<file path="config.mk">
export PLATFORM = sky130hd
export DESIGN_NAME = rgb_led_pulse_serializer
export DESIGN_NICKNAME = d
export VERILOG_FILES = /design/src/rtl/core/rlps_pkg.sv /design/src/rtl/core/rgb_led_pulse_serializer.sv /design/src/rtl/core/rlps_cfg.sv /design/src/rtl/core/rlps_scale.sv /design/src/rtl/core/rlps_serial.sv
export SDC_FILE = /design/constraint.sdc
export NUM_CORES = 1
export LEC_CHECK = 0
export BUFFER_PORTS_ARGS = -buffer_cell sky130_fd_sc_hd__buf_2
export CORE_MARGIN = 4
export CORE_UTILIZATION = 55
export CTS_CLUSTER_DIAMETER = 80
export DETAILED_ROUTE_END_ITERATION = 10
export GPL_ROUTABILITY_DRIVEN = 0
export PLACE_DENSITY_LB_ADDON = 0.3
export SYNTH_ARGS = -nofsm -noshare
export SYNTH_HDL_FRONTEND = slang
export SYNTH_SLANG_ARGS = --single-unit
</file>
<file path="constraint.sdc">
create_clock -name i_clk -period 8.4 [get_ports i_clk]
set_input_delay 0.84 -clock i_clk [delete_from_list [all_inputs] [get_ports i_clk]]
set_output_delay 0.84 -clock i_clk [all_outputs]
set_load 0.1 [all_outputs]
</file>
<file path="src/rtl/core/rlps_pkg.sv">
`default_nettype none

package rlps_pkg;

    // Geometry of one pixel
    localparam int BITS_PER_COLOR = 8;
    localparam int NUM_COLORS     = 3;
    localparam int SYMS_PER_PIXEL = BITS_PER_COLOR * NUM_COLORS;
    localparam int CNT_W          = $clog2(SYMS_PER_PIXEL + 1);

    // Brightness scaling: value * pct / 100, divide done by reciprocal.
    // floor(p / 100) == (p * 41944) >> 22 for every p up to 255 * 100.
    localparam logic [6:0]  PCT_FULL  = 7'd100;
    localparam int          PROD_W    = BITS_PER_COLOR + 7;
    localparam logic [15:0] DIV_MUL   = 16'd41944;
    localparam int          DIV_SHIFT = 22;
    localparam int          QPROD_W   = PROD_W + 16;

    // Register map, byte address 4 * index
    localparam int ADDR_W = 5;
    typedef enum logic [2:0] {
        REG_BRIGHTNESS = 3'd0,
        REG_ONE_HIGH   = 3'd1,
        REG_ONE_LOW    = 3'd2,
        REG_ZERO_HIGH  = 3'd3,
        REG_ZERO_LOW   = 3'd4,
        REG_LATCH      = 3'd5
    } t_reg_idx;

    // Reset values; 13440 ticks is 280 us at 48 MHz
    localparam logic [6:0]  RST_BRIGHTNESS = 7'd100;
    localparam logic [7:0]  RST_ONE_HIGH   = 8'd40;
    localparam logic [7:0]  RST_ONE_LOW    = 8'd20;
    localparam logic [7:0]  RST_ZERO_HIGH  = 8'd20;
    localparam logic [7:0]  RST_ZERO_LOW   = 8'd40;
    localparam logic [15:0] RST_LATCH      = 16'd13440;

    typedef struct packed {
        logic [6:0]  brightness_percent;
        logic [7:0]  one_high_ticks;
        logic [7:0]  one_low_ticks;
        logic [7:0]  zero_high_ticks;
        logic [7:0]  zero_low_ticks;
        logic [15:0] latch_ticks;
    } t_cfg;

    typedef struct packed {
        logic [7:0] green_in;
        logic [7:0] red_in;
        logic [7:0] blue_in;
        logic       last_pixel;
    } t_pixel;

    typedef struct packed {
        logic        bit_level;
        logic        is_latch;
        logic [7:0]  high_ticks;
        logic [15:0] low_ticks;
        logic        last_symbol;
    } t_symbol;

    // Scaled pixel handed to the serializer, GRB order, MSB first
    typedef struct packed {
        logic [SYMS_PER_PIXEL-1:0] grb;
        logic                      last;
    } t_word;

endpackage

`default_nettype wire

</file>
<file path="src/rtl/core/rgb_led_pulse_serializer.sv">
`default_nettype none

// GRB pulse serializer for addressable RGB LED strips. Each pixel request
// carries green, red and blue bytes and a last-pixel flag; every byte is
// scaled by brightness_percent / 100 (truncated, values above 100 act as
// 100) and sent as 24 bit symbols, green first, MSB first, one symbol per
// cycle unless i_sym_ready stalls the output. A pixel flagged last adds a
// latch symbol that holds the line low for latch_ticks. A new pixel loads
// on the cycle the previous one emits its final symbol, so the output
// streams without gaps. The accept edge loads the multiply stage; the
// pixel then passes the reciprocal divide, the serializer load and the
// output register before its first symbol is valid. Tick registers that
// hold zero are used as one. Registers sit at byte address 4 * index on
// the APB port and take effect immediately; write them only while the
// block is idle.
module rgb_led_pulse_serializer (
    input  wire logic                        i_clk,
    input  wire logic                        i_rst_n,
    input  wire logic                        i_pix_valid,
    output logic                             o_pix_ready,
    input  wire rlps_pkg::t_pixel            i_pix,
    output logic                             o_sym_valid,
    input  wire logic                        i_sym_ready,
    output rlps_pkg::t_symbol                o_sym,
    input  wire logic                        psel,
    input  wire logic                        penable,
    input  wire logic                        pwrite,
    input  wire logic [rlps_pkg::ADDR_W-1:0] paddr,
    input  wire logic [31:0]                 pwdata,
    output logic      [31:0]                 prdata,
    output logic                             pready
);
    import rlps_pkg::*;

    t_cfg  w_cfg;
    logic  w_word_vld;
    logic  w_word_rdy;
    t_word w_word;

    rlps_cfg u_cfg (
        .i_clk   (i_clk),
        .i_rst_n (i_rst_n),
        .psel    (psel),
        .penable (penable),
        .pwrite  (pwrite),
        .paddr   (paddr),
        .pwdata  (pwdata),
        .prdata  (prdata),
        .pready  (pready),
        .o_cfg   (w_cfg)
    );

    rlps_scale u_scale (
        .i_clk   (i_clk),
        .i_rst_n (i_rst_n),
        .i_valid (i_pix_valid),
        .o_ready (o_pix_ready),
        .i_pix   (i_pix),
        .i_pct   (w_cfg.brightness_percent),
        .o_valid (w_word_vld),
        .i_ready (w_word_rdy),
        .o_word  (w_word)
    );

    rlps_serial u_serial (
        .i_clk   (i_clk),
        .i_rst_n (i_rst_n),
        .i_valid (w_word_vld),
        .o_ready (w_word_rdy),
        .i_word  (w_word),
        .i_cfg   (w_cfg),
        .o_valid (o_sym_valid),
        .i_ready (i_sym_ready),
        .o_sym   (o_sym)
    );

    // Latch symbol always closes the pixel and never drives the line high
    a_latch_shape: assert property (@(posedge i_clk) disable iff (!i_rst_n)
        o_sym_valid && o_sym.is_latch |->
            o_sym.last_symbol && !o_sym.bit_level && (o_sym.high_ticks == 8'd0)
            && (o_sym.low_ticks != 16'd0))
        else $error("malformed latch symbol");

    // Data symbols always have nonzero pulse lengths
    a_data_ticks: assert property (@(posedge i_clk) disable iff (!i_rst_n)
        o_sym_valid && !o_sym.is_latch |->
            (o_sym.high_ticks != 8'd0) && (o_sym.low_ticks != 16'd0))
        else $error("data symbol with zero pulse length");

    // A latch symbol is never followed directly by another latch symbol
    a_no_double_latch: assert property (@(posedge i_clk) disable iff (!i_rst_n)
        o_sym_valid && i_sym_ready && o_sym.is_latch |=>
            !(o_sym_valid && o_sym.is_latch))
        else $error("back to back latch symbols");

endmodule

`default_nettype wire

</file>
<file path="src/rtl/core/rlps_cfg.sv">
`default_nettype none

module rlps_cfg (
    input  wire logic                  i_clk,
    input  wire logic                  i_rst_n,
    input  wire logic                  psel,
    input  wire logic                  penable,
    input  wire logic                  pwrite,
    input  wire logic [rlps_pkg::ADDR_W-1:0] paddr,
    input  wire logic [31:0]           pwdata,
    output logic      [31:0]           prdata,
    output logic                       pready,
    output rlps_pkg::t_cfg             o_cfg
);
    import rlps_pkg::*;

    t_cfg     r_cfg;
    t_reg_idx w_idx;
    logic     w_wr;

    assign w_idx  = t_reg_idx'(paddr[ADDR_W-1:2]);
    assign w_wr   = psel && penable && pwrite;
    assign pready = 1'b1;
    assign o_cfg  = r_cfg;

    // Register writes; unmapped indexes are dropped
    always_ff @(posedge i_clk) begin
        if (!i_rst_n) begin
            r_cfg.brightness_percent <= RST_BRIGHTNESS;
            r_cfg.one_high_ticks     <= RST_ONE_HIGH;
            r_cfg.one_low_ticks      <= RST_ONE_LOW;
            r_cfg.zero_high_ticks    <= RST_ZERO_HIGH;
            r_cfg.zero_low_ticks     <= RST_ZERO_LOW;
            r_cfg.latch_ticks        <= RST_LATCH;
        end else if (w_wr) begin
            case (w_idx)
                REG_BRIGHTNESS: r_cfg.brightness_percent <= pwdata[6:0];
                REG_ONE_HIGH:   r_cfg.one_high_ticks     <= pwdata[7:0];
                REG_ONE_LOW:    r_cfg.one_low_ticks      <= pwdata[7:0];
                REG_ZERO_HIGH:  r_cfg.zero_high_ticks    <= pwdata[7:0];
                REG_ZERO_LOW:   r_cfg.zero_low_ticks     <= pwdata[7:0];
                REG_LATCH:      r_cfg.latch_ticks        <= pwdata[15:0];
                default: ;
            endcase
        end
    end

    // Read mux
    always_comb begin
        case (w_idx)
            REG_BRIGHTNESS: prdata = {25'd0, r_cfg.brightness_percent};
            REG_ONE_HIGH:   prdata = {24'd0, r_cfg.one_high_ticks};
            REG_ONE_LOW:    prdata = {24'd0, r_cfg.one_low_ticks};
            REG_ZERO_HIGH:  prdata = {24'd0, r_cfg.zero_high_ticks};
            REG_ZERO_LOW:   prdata = {24'd0, r_cfg.zero_low_ticks};
            REG_LATCH:      prdata = {16'd0, r_cfg.latch_ticks};
            default:        prdata = 32'd0;
        endcase
    end

endmodule

`default_nettype wire

</file>
<file path="src/rtl/core/rlps_scale.sv">
`default_nettype none

module rlps_scale (
    input  wire logic             i_clk,
    input  wire logic             i_rst_n,
    input  wire logic             i_valid,
    output logic                  o_ready,
    input  wire rlps_pkg::t_pixel i_pix,
    input  wire logic [6:0]       i_pct,
    output logic                  o_valid,
    input  wire logic             i_ready,
    output rlps_pkg::t_word       o_word
);
    import rlps_pkg::*;

    // Stage 1: color * pct products
    logic              r_s1_vld;
    logic [PROD_W-1:0] r_s1_prod [NUM_COLORS];
    logic              r_s1_last;
    // Stage 2: products / 100
    logic              r_s2_vld;
    t_word             r_s2_word;

    logic                      w_s1_adv;
    logic                      w_s2_adv;
    logic [6:0]                w_pct;
    logic [BITS_PER_COLOR-1:0] w_color [NUM_COLORS];
    logic [QPROD_W-1:0]        w_qprod [NUM_COLORS];
    logic [SYMS_PER_PIXEL-1:0] w_grb;

    // Stall chain: a stage moves when the next one is empty or moving
    assign w_s2_adv = !r_s2_vld || i_ready;
    assign w_s1_adv = !r_s1_vld || w_s2_adv;
    assign o_ready  = w_s1_adv;
    assign o_valid  = r_s2_vld;
    assign o_word   = r_s2_word;

    // Brightness above full scale counts as full scale
    assign w_pct = (i_pct > PCT_FULL) ? PCT_FULL : i_pct;

    assign w_color[0] = i_pix.green_in;
    assign w_color[1] = i_pix.red_in;
    assign w_color[2] = i_pix.blue_in;

    // Reciprocal multiply per lane, quotient taken from the top bits
    always_comb begin
        for (int c = 0; c < NUM_COLORS; c++) begin
            w_qprod[c] = QPROD_W'(r_s1_prod[c]) * QPROD_W'(DIV_MUL);
            w_grb[(NUM_COLORS-1-c)*BITS_PER_COLOR +: BITS_PER_COLOR] =
                w_qprod[c][DIV_SHIFT +: BITS_PER_COLOR];
        end
    end

    // Valid bits
    always_ff @(posedge i_clk) begin
        if (!i_rst_n) begin
            r_s1_vld <= 1'b0;
            r_s2_vld <= 1'b0;
        end else begin
            if (w_s1_adv) r_s1_vld <= i_valid;
            if (w_s2_adv) r_s2_vld <= r_s1_vld;
        end
    end

    // Payload
    always_ff @(posedge i_clk) begin
        if (w_s1_adv) begin
            for (int c = 0; c < NUM_COLORS; c++) begin
                r_s1_prod[c] <= PROD_W'(w_color[c]) * PROD_W'(w_pct);
            end
            r_s1_last <= i_pix.last_pixel;
        end
        if (w_s2_adv) begin
            r_s2_word.grb  <= w_grb;
            r_s2_word.last <= r_s1_last;
        end
    end

endmodule

`default_nettype wire

</file>
<file path="src/rtl/core/rlps_serial.sv">
`default_nettype none

module rlps_serial (
    input  wire logic            i_clk,
    input  wire logic            i_rst_n,
    input  wire logic            i_valid,
    output logic                 o_ready,
    input  wire rlps_pkg::t_word i_word,
    input  wire rlps_pkg::t_cfg  i_cfg,
    output logic                 o_valid,
    input  wire logic            i_ready,
    output rlps_pkg::t_symbol    o_sym
);
    import rlps_pkg::*;

    localparam logic [CNT_W-1:0] LAST_BIT = CNT_W'(SYMS_PER_PIXEL - 1);
    localparam logic [CNT_W-1:0] LATCH_AT = CNT_W'(SYMS_PER_PIXEL);

    logic                      r_busy;
    logic [SYMS_PER_PIXEL-1:0] r_bits;
    logic                      r_last;
    logic [CNT_W-1:0]          r_cnt;
    logic                      r_out_vld;
    t_symbol                   r_out;

    logic    w_out_adv;
    logic    w_emit;
    logic    w_done;
    logic    w_take;
    logic    w_latch;
    logic    w_bit;
    t_symbol n_out;

    assign w_out_adv = !r_out_vld || i_ready;
    assign w_emit    = r_busy && w_out_adv;
    assign w_latch   = (r_cnt == LATCH_AT);
    assign w_done    = w_latch || ((r_cnt == LAST_BIT) && !r_last);
    // New word loads in the cycle the previous one emits its final symbol
    assign w_take    = !r_busy || (w_emit && w_done);
    assign o_ready   = w_take;
    assign o_valid   = r_out_vld;
    assign o_sym     = r_out;
    assign w_bit     = r_bits[SYMS_PER_PIXEL-1];

    // Symbol for the current count; zero tick settings count as one
    always_comb begin
        n_out.last_symbol = w_done;
        if (w_latch) begin
            n_out.bit_level  = 1'b0;
            n_out.is_latch   = 1'b1;
            n_out.high_ticks = 8'd0;
            n_out.low_ticks  = (i_cfg.latch_ticks == 16'd0) ? 16'd1 : i_cfg.latch_ticks;
        end else if (w_bit) begin
            n_out.bit_level  = 1'b1;
            n_out.is_latch   = 1'b0;
            n_out.high_ticks = (i_cfg.one_high_ticks == 8'd0) ? 8'd1 : i_cfg.one_high_ticks;
            n_out.low_ticks  = (i_cfg.one_low_ticks == 8'd0) ? 16'd1
                                                              : {8'd0, i_cfg.one_low_ticks};
        end else begin
            n_out.bit_level  = 1'b0;
            n_out.is_latch   = 1'b0;
            n_out.high_ticks = (i_cfg.zero_high_ticks == 8'd0) ? 8'd1
                                                                : i_cfg.zero_high_ticks;
            n_out.low_ticks  = (i_cfg.zero_low_ticks == 8'd0) ? 16'd1
                                                               : {8'd0, i_cfg.zero_low_ticks};
        end
    end

    // Control
    always_ff @(posedge i_clk) begin
        if (!i_rst_n) begin
            r_busy    <= 1'b0;
            r_cnt     <= '0;
            r_out_vld <= 1'b0;
        end else begin
            if (w_out_adv) r_out_vld <= r_busy;
            if (w_take) begin
                r_busy <= i_valid;
                r_cnt  <= '0;
            end else if (w_emit) begin
                r_cnt  <= r_cnt + CNT_W'(1);
            end
        end
    end

    // Shift register and output register
    always_ff @(posedge i_clk) begin
        if (w_take && i_valid) begin
            r_bits <= i_word.grb;
            r_last <= i_word.last;
        end else if (w_emit) begin
            r_bits <= {r_bits[SYMS_PER_PIXEL-2:0], 1'b0};
        end
        if (w_emit) r_out <= n_out;
    end

endmodule

`default_nettype wire

</file>
==> run_results.csv, run 1 <==
group,metric,value,unit
cts,insertion_delay,0.47,ns
cells_and_area,syn_to_final_growth,6.90,%
logic_synthesis,netlist_area,23300,µm²
drt,wl_per_cell,16.4,µm
drt,wl,47700,µm
timing,clock.fmax,0.175,GHz
cells_and_area,final_cell_mix,"inv_1 (534), ha_1 (395), fa_1 (291)",
cts,clock_path_buffers,2,
worst_setup_path,critPathRequiredTime,8.63,ns
die,floorplan.die_area,45700,µm²
die,die_w,214,µm
logic_synthesis,synthArstFlopShare,0,
worst_setup_path,worstPathArrival,5.95,ns
cts,cts_hold_buf,0,
die,die_y,214,µm
drt,drcViolationCount,0,
placed_design,dp_hpwl,38800,µm
drt,routed_via_density,5.35,
status,outcome,"finished clean",
timing,hold_viol,0,
timing,finalClockSkew,0.0163,ns
timing,relSlewSlack,0.251,
worst_setup_path,crit_type,"reg -> reg",
cts,cts_root_buf,"clkbuf_16",
cts,htree_levels,4,
cts,clk_pin_slew_worst_paths,0.08,ns
drt,vias,15582,
drt,drt_pre_antenna_iters,5,
logic_synthesis,ys_seq_elements,187,
global_routing,gr-total-overflow,0,
die,coreArea,41900,µm²
logic_synthesis,synth_flop_cell,"edfxtp_1",
worst_setup_path,r2r_slack,2.68,ns
logic_synthesis,synth_warnings,0,
worst_setup_path,startpoint_type,"flip-flop",
cells_and_area,drive_gt1_frac,0.0780,
die,start_util,0.556,
global_routing,grt_use_total,0.221,
logic_synthesis,synth_cell_types,66,
job,maxCapViolCount,0,
timing,min_period,5.72,ns
logic_synthesis,synth_edf_count,123,
timing,tightest_slew,1.12,ns
timing,grt_setup_unrepaired,"false",
global_routing,grt_pass1_vias,16733,
timing,tns,0,ns
global_routing,grt_start_max_net_pins,61,
timing,drv_slew,0,
cts,cts_resized,0,
logic_synthesis,syn_area_per_cell,10.2,µm²
worst_setup_path,critPathMaxFanout,27,
global_routing,antenna_found_initial,1,
timing,finalSetupViolCount,0,
cts,cts-buffers-inserted,17,
drt,drt.antenna.violating_nets,0,
die,rows,75,
drt,drtIter0Drc,752,
worst_setup_path,end_kind,"flip-flop",
cells_and_area,final_common_cell,"inv_1",
die,io_pins,131,
cells_and_area,fill_cells,3427,
logic_synthesis,ys_seq_area_frac,0.213,
placed_design,port_buffers,95,
global_routing,grt_pass1_wl,81400,µm
timing,period_share,0.681,
cts,cts_setup_buffers,0,
cts,cts_tree,"built",
hold_path,hp-class,"reg -> reg",
cells_and_area,final_nets,3114,
cells_and_area,post-route-util,0.594,
logic_synthesis,syn_inst,2284,
cts,clock-sinks,187,
-- cells in the mapped netlist (4+ instances only) --
| master | n | area share |
|---|---|---|
| a2111o_1 | 4 | 0.0019 |
| a211oi_1 | 8 | 0.0026 |
| a21boi_0 | 17 | 0.0055 |
| a21o_1 | 12 | 0.0039 |
| a21oi_1 | 61 | 0.013 |
| a221oi_1 | 6 | 0.0023 |
| a31oi_1 | 4 | 0.0011 |
| and2_1 | 97 | 0.026 |
| and3_1 | 62 | 0.017 |
| buf_2 | 5 | 0.0011 |
| buf_4 | 17 | 0.0055 |
| clkbuf_1 | 39 | 0.0063 |
| dfxtp_1 | 64 | 0.055 |
| edfxtp_1 | 123 | 0.16 |
| fa_1 | 291 | 0.25 |
| ha_1 | 395 | 0.21 |
| inv_1 | 534 | 0.086 |
| mux2_2 | 26 | 0.013 |
| mux2i_1 | 57 | 0.024 |
| nand2_1 | 128 | 0.021 |
| nand2b_1 | 4 | 0.0011 |
| nand3_1 | 38 | 0.0082 |
| nand4_1 | 11 | 0.0030 |
| nor2_1 | 45 | 0.0072 |
| nor2b_1 | 38 | 0.010 |
| nor3_1 | 17 | 0.0036 |
| nor4_1 | 9 | 0.0024 |
| o211ai_1 | 5 | 0.0016 |
| o21a_1 | 7 | 0.0023 |
| o21ai_0 | 24 | 0.0052 |
| o21ai_1 | 5 | 0.0011 |
| o21bai_1 | 11 | 0.0035 |
| o221ai_1 | 4 | 0.0015 |
| xnor2_1 | 44 | 0.017 |
| xor2_1 | 23 | 0.0086 |
-- stage by stage --
stage	std cells	hold slack [ns]	instance area (µm²)	setup slack [ns]
floorplan	2299	0.400	23400	3.44
global placement	2879	0.403	24300	2.84
detailed placement	2879	0.407	24300	2.76
CTS	2911	0.427	24900	2.71
global route	2911	0.437	24900	2.34
finish	2913	0.428	24900	2.68
-- worst max-delay path, cell delays in order (launching register included) --
cell and delay, ns:
dfxtp_1 0.98, nor2_1 0.11, a21oi_1 0.28, nor2b_1 0.21, buf_4 0.25, and2_1 0.19, fa_1 0.53, inv_1 0.06
fa_1 0.52, inv_1 0.05, fa_1 0.47, inv_1 0.05, fa_1 0.47, inv_1 0.05, ha_1 0.34, a21oi_1 0.12
o31ai_1 0.32, a41oi_1 0.19, nor2b_1 0.18, xnor2_1 0.11
-- layer usage --
| metal | vias to the layer above | part of all wire | track usage |
|---|---|---|---|
| met1 | 7767 | 0.43 | 0.287 |
| met5 | - | 0 | 0 |
| met4 | 0 | 0.016 | 0.0523 |
| met3 | 56 | 0.031 | 0.0243 |
| li1 | 7498 | - | - |
| met2 | 261 | 0.52 | 0.399 |
-- flip-flops by register name (all words and copies together), names as in the netlist, 5 cells and up --
| register | count |
|---|---|
| u_serial.r_cnt | 5 |
| u_scale.r_s1_prod | 45 |
| u_cfg.o_cfg | 55 |
| u_serial.o_sym | 27 |
| u_serial.r_bits | 24 |
| u_scale.o_word | 25 |
-- cells by family (layout without fill, tap and decap cells) --
group	Yosys count	after routing	share of synthesized area
AOI/OAI and AO/OA	196	196	0.0574
DFF	187	187	0.213
other	2	19	0.000322
xor gates and xnor gates	67	67	0.0252
and+or+nand+nor	464	464	0.105
muxes	84	84	0.0380
adders and majority gates	686	686	0.462
buffers and inverters	598	671	0.0993
-- cell type report --
class	count	area, µm²	area share
antenna	2	5.00	0.000201
clock buffer	18	439	0.0176
clock inverter	14	178	0.00713
inverter	534	2000	0.0804
multi-input combinational	1514	16100	0.646
sequential	187	4970	0.200
tap	539	674	0.0271
timing repair buffer	105	551	0.0221
-- final timing paths --
check,from,cells past startpoint,end
min reg2reg,u_scale.o_word[0],0,u_serial.r_last
max reg2reg,u_cfg.o_cfg[51],19,u_scale.r_s1_prod[0][42]
min,u_scale.o_word[0],0,u_serial.r_last
max,u_cfg.o_cfg[51],19,u_scale.r_s1_prod[0][42]
Power of run 1 is not shown: default switching activity piles up to over one toggle a cycle in this logic, so the estimate is an artifact.
==> run 2: changes to the inputs <==
Clock period 8.4 ns to 4.7 ns, I/O delays scaled along.
==> run 2 against run 1 <==
Effect of this change:
- the run now ends with setup timing left
- cell count up 6.9%
- global-route usage up 0.90 points
- register-to-register slack worse by 3.1 ns
- sequential cell count unchanged
- via count up 5.4%
- final area up 10%
- critical path depth down 2
- non-clock buffer count up 199
- die area unchanged
- critical path type unchanged
- highest routed layer is now met5
==> run_results.csv, run 2 (synthesis gave the netlist of run 1 again) <==
group,metric,value,unit
drt,drtIter0Drc,921,
cts,clock-sinks,187,
global_routing,grt_pass1_wl,84500,µm
die,die_y,214,µm
timing,clock.fmax,0.196,GHz
job,maxCapViolCount,0,
global_routing,grt_use_total,0.230,
die,floorplan.die_area,45700,µm²
drt,wl,51900,µm
die,die_w,214,µm
timing,fin_ws,-0.406,ns
timing,whs,0.188,ns
die,io_pins,131,
placed_design,dp_hpwl,41000,µm
cts,cts_root_buf,"clkbuf_16",
drt,routed_via_density,5.27,
drt,vias,16422,
cts,cts_tree,"built",
worst_setup_path,crit_type,"reg -> reg",
cts,clock_path_buffers,2,
hold_path,hp-class,"in -> reg",
cells_and_area,syn_to_final_growth,18.1,%
drt,drt.antenna.violating_nets,0,
timing,finalClockSkew,0.0138,ns
worst_setup_path,worstPathArrival,5.31,ns
worst_setup_path,startpoint_type,"flip-flop",
worst_setup_path,critPathRequiredTime,4.91,ns
global_routing,antenna_found_initial,7,
die,start_util,0.556,
timing,period_share,1.09,
placed_design,port_buffers,95,
timing,grt_setup_unrepaired,"true",
global_routing,grt_start_max_net_pins,61,
cts,cts_hold_buf,0,
cts,htree_levels,4,
cells_and_area,final_common_cell,"inv_1",
cells_and_area,final_area,27500,µm²
worst_setup_path,critPathMaxFanout,4,
timing,finalSetupViolCount,12,
worst_setup_path,end_kind,"flip-flop",
timing,tns,-2.66,ns
cells_and_area,drive_gt1_frac,0.213,
global_routing,gr-total-overflow,0,
cts,cts-buffers-inserted,17,
timing,relSlewSlack,0.280,
cells_and_area,largest_reg_flops,55,
cts,clk_pin_slew_worst_paths,0.08,ns
timing,min_period,5.11,ns
placed_design,pre_cts_ws,-0.400,ns
status,outcome,"finished with violations",
die,coreArea,41900,µm²
timing,tightest_slew,1.08,ns
cts,insertion_delay,0.46,ns
timing,hold_viol,0,
cells_and_area,final_cell_mix,"inv_1 (499), ha_1 (354), fa_1 (283)",
die,rows,75,
timing,drv_slew,0,
status,violations,"setup timing",
global_routing,grt_pass1_vias,17438,
placed_design,dpl_cell_area,25500,µm²
drt,wl_per_cell,16.7,µm
drt,drt_pre_antenna_iters,5,
drt,drcViolationCount,0,
cells_and_area,final_nets,3314,
run 2: final cells by class:
cell class | instances | area (µm²)
antenna | 3 | 7.51
clock buffer | 17 | 425
clock inverter | 15 | 229
fill | 3126 | 14400
inverter | 534 | 2000
multi-input combinational | 1515 | 17000
sequential | 187 | 4980
tap | 539 | 674
timing repair buffer | 304 | 2170
run 2: path summary, 6_finish.rpt:
| path | from | endpoint | slack [ns] | cells past startpoint |
|---|---|---|---|---|
| max | u_scale.r_s1_prod[0][41] | u_scale.o_word[4] | -0.41 | 17 |
| max reg2reg | u_scale.r_s1_prod[0][41] | u_scale.o_word[4] | -0.41 | 17 |
| min reg2reg | u_scale.o_word[0] | u_serial.r_last | 0.44 | 0 |
| min | i_pix[0] | u_scale.r_s1_last | 0.19 | 1 |
run 2: routing by layer:
layer	up-vias	track usage	share of wire
li1	7908	-	-
met1	8055	0.302	0.42
met2	351	0.394	0.51
met3	102	0.0392	0.044
met4	6	0.0680	0.027
met5	-	0	0.00052
run 2: worst max-delay path: stages, from the launching register on:
cell	delay, ns
edfxtp_1	0.53
buf_6	0.19
fa_1	0.47
ha_1	0.33
fa_1	0.51
fa_1	0.52
inv_1	0.06
fa_1	0.48
inv_1	0.07
ha_4	0.22
buf_4	0.13
a221o_1	0.40
a2111oi_4	0.42
buf_4	0.17
a211oi_2	0.03
and2_4	0.17
nor2_4	0.10
xnor2_1	0.07
run 2: stage by stage:
| stage | util | cells |
|---|---|---|
| after floorplan | - | 2299 |
| after global placement | 0.607 | 3030 |
| after detailed placement | 0.607 | 3030 |
| after CTS | 0.635 | 3086 |
| after global routing | 0.656 | 3113 |
| final | 0.656 | 3114 |
run 2: what timing repair did:
| action | 4_1_cts | 5_1_grt |
|---|---|---|
| setup buffers | 24 | 26 |
| endpoints found under the setup margin | 31 | 39 |
| pin swaps | 56 | 118 |
| gates resized for setup | 70 | 154 |
| gates cloned | 1 | 0 |
Power of run 2 is left out for the same reason.
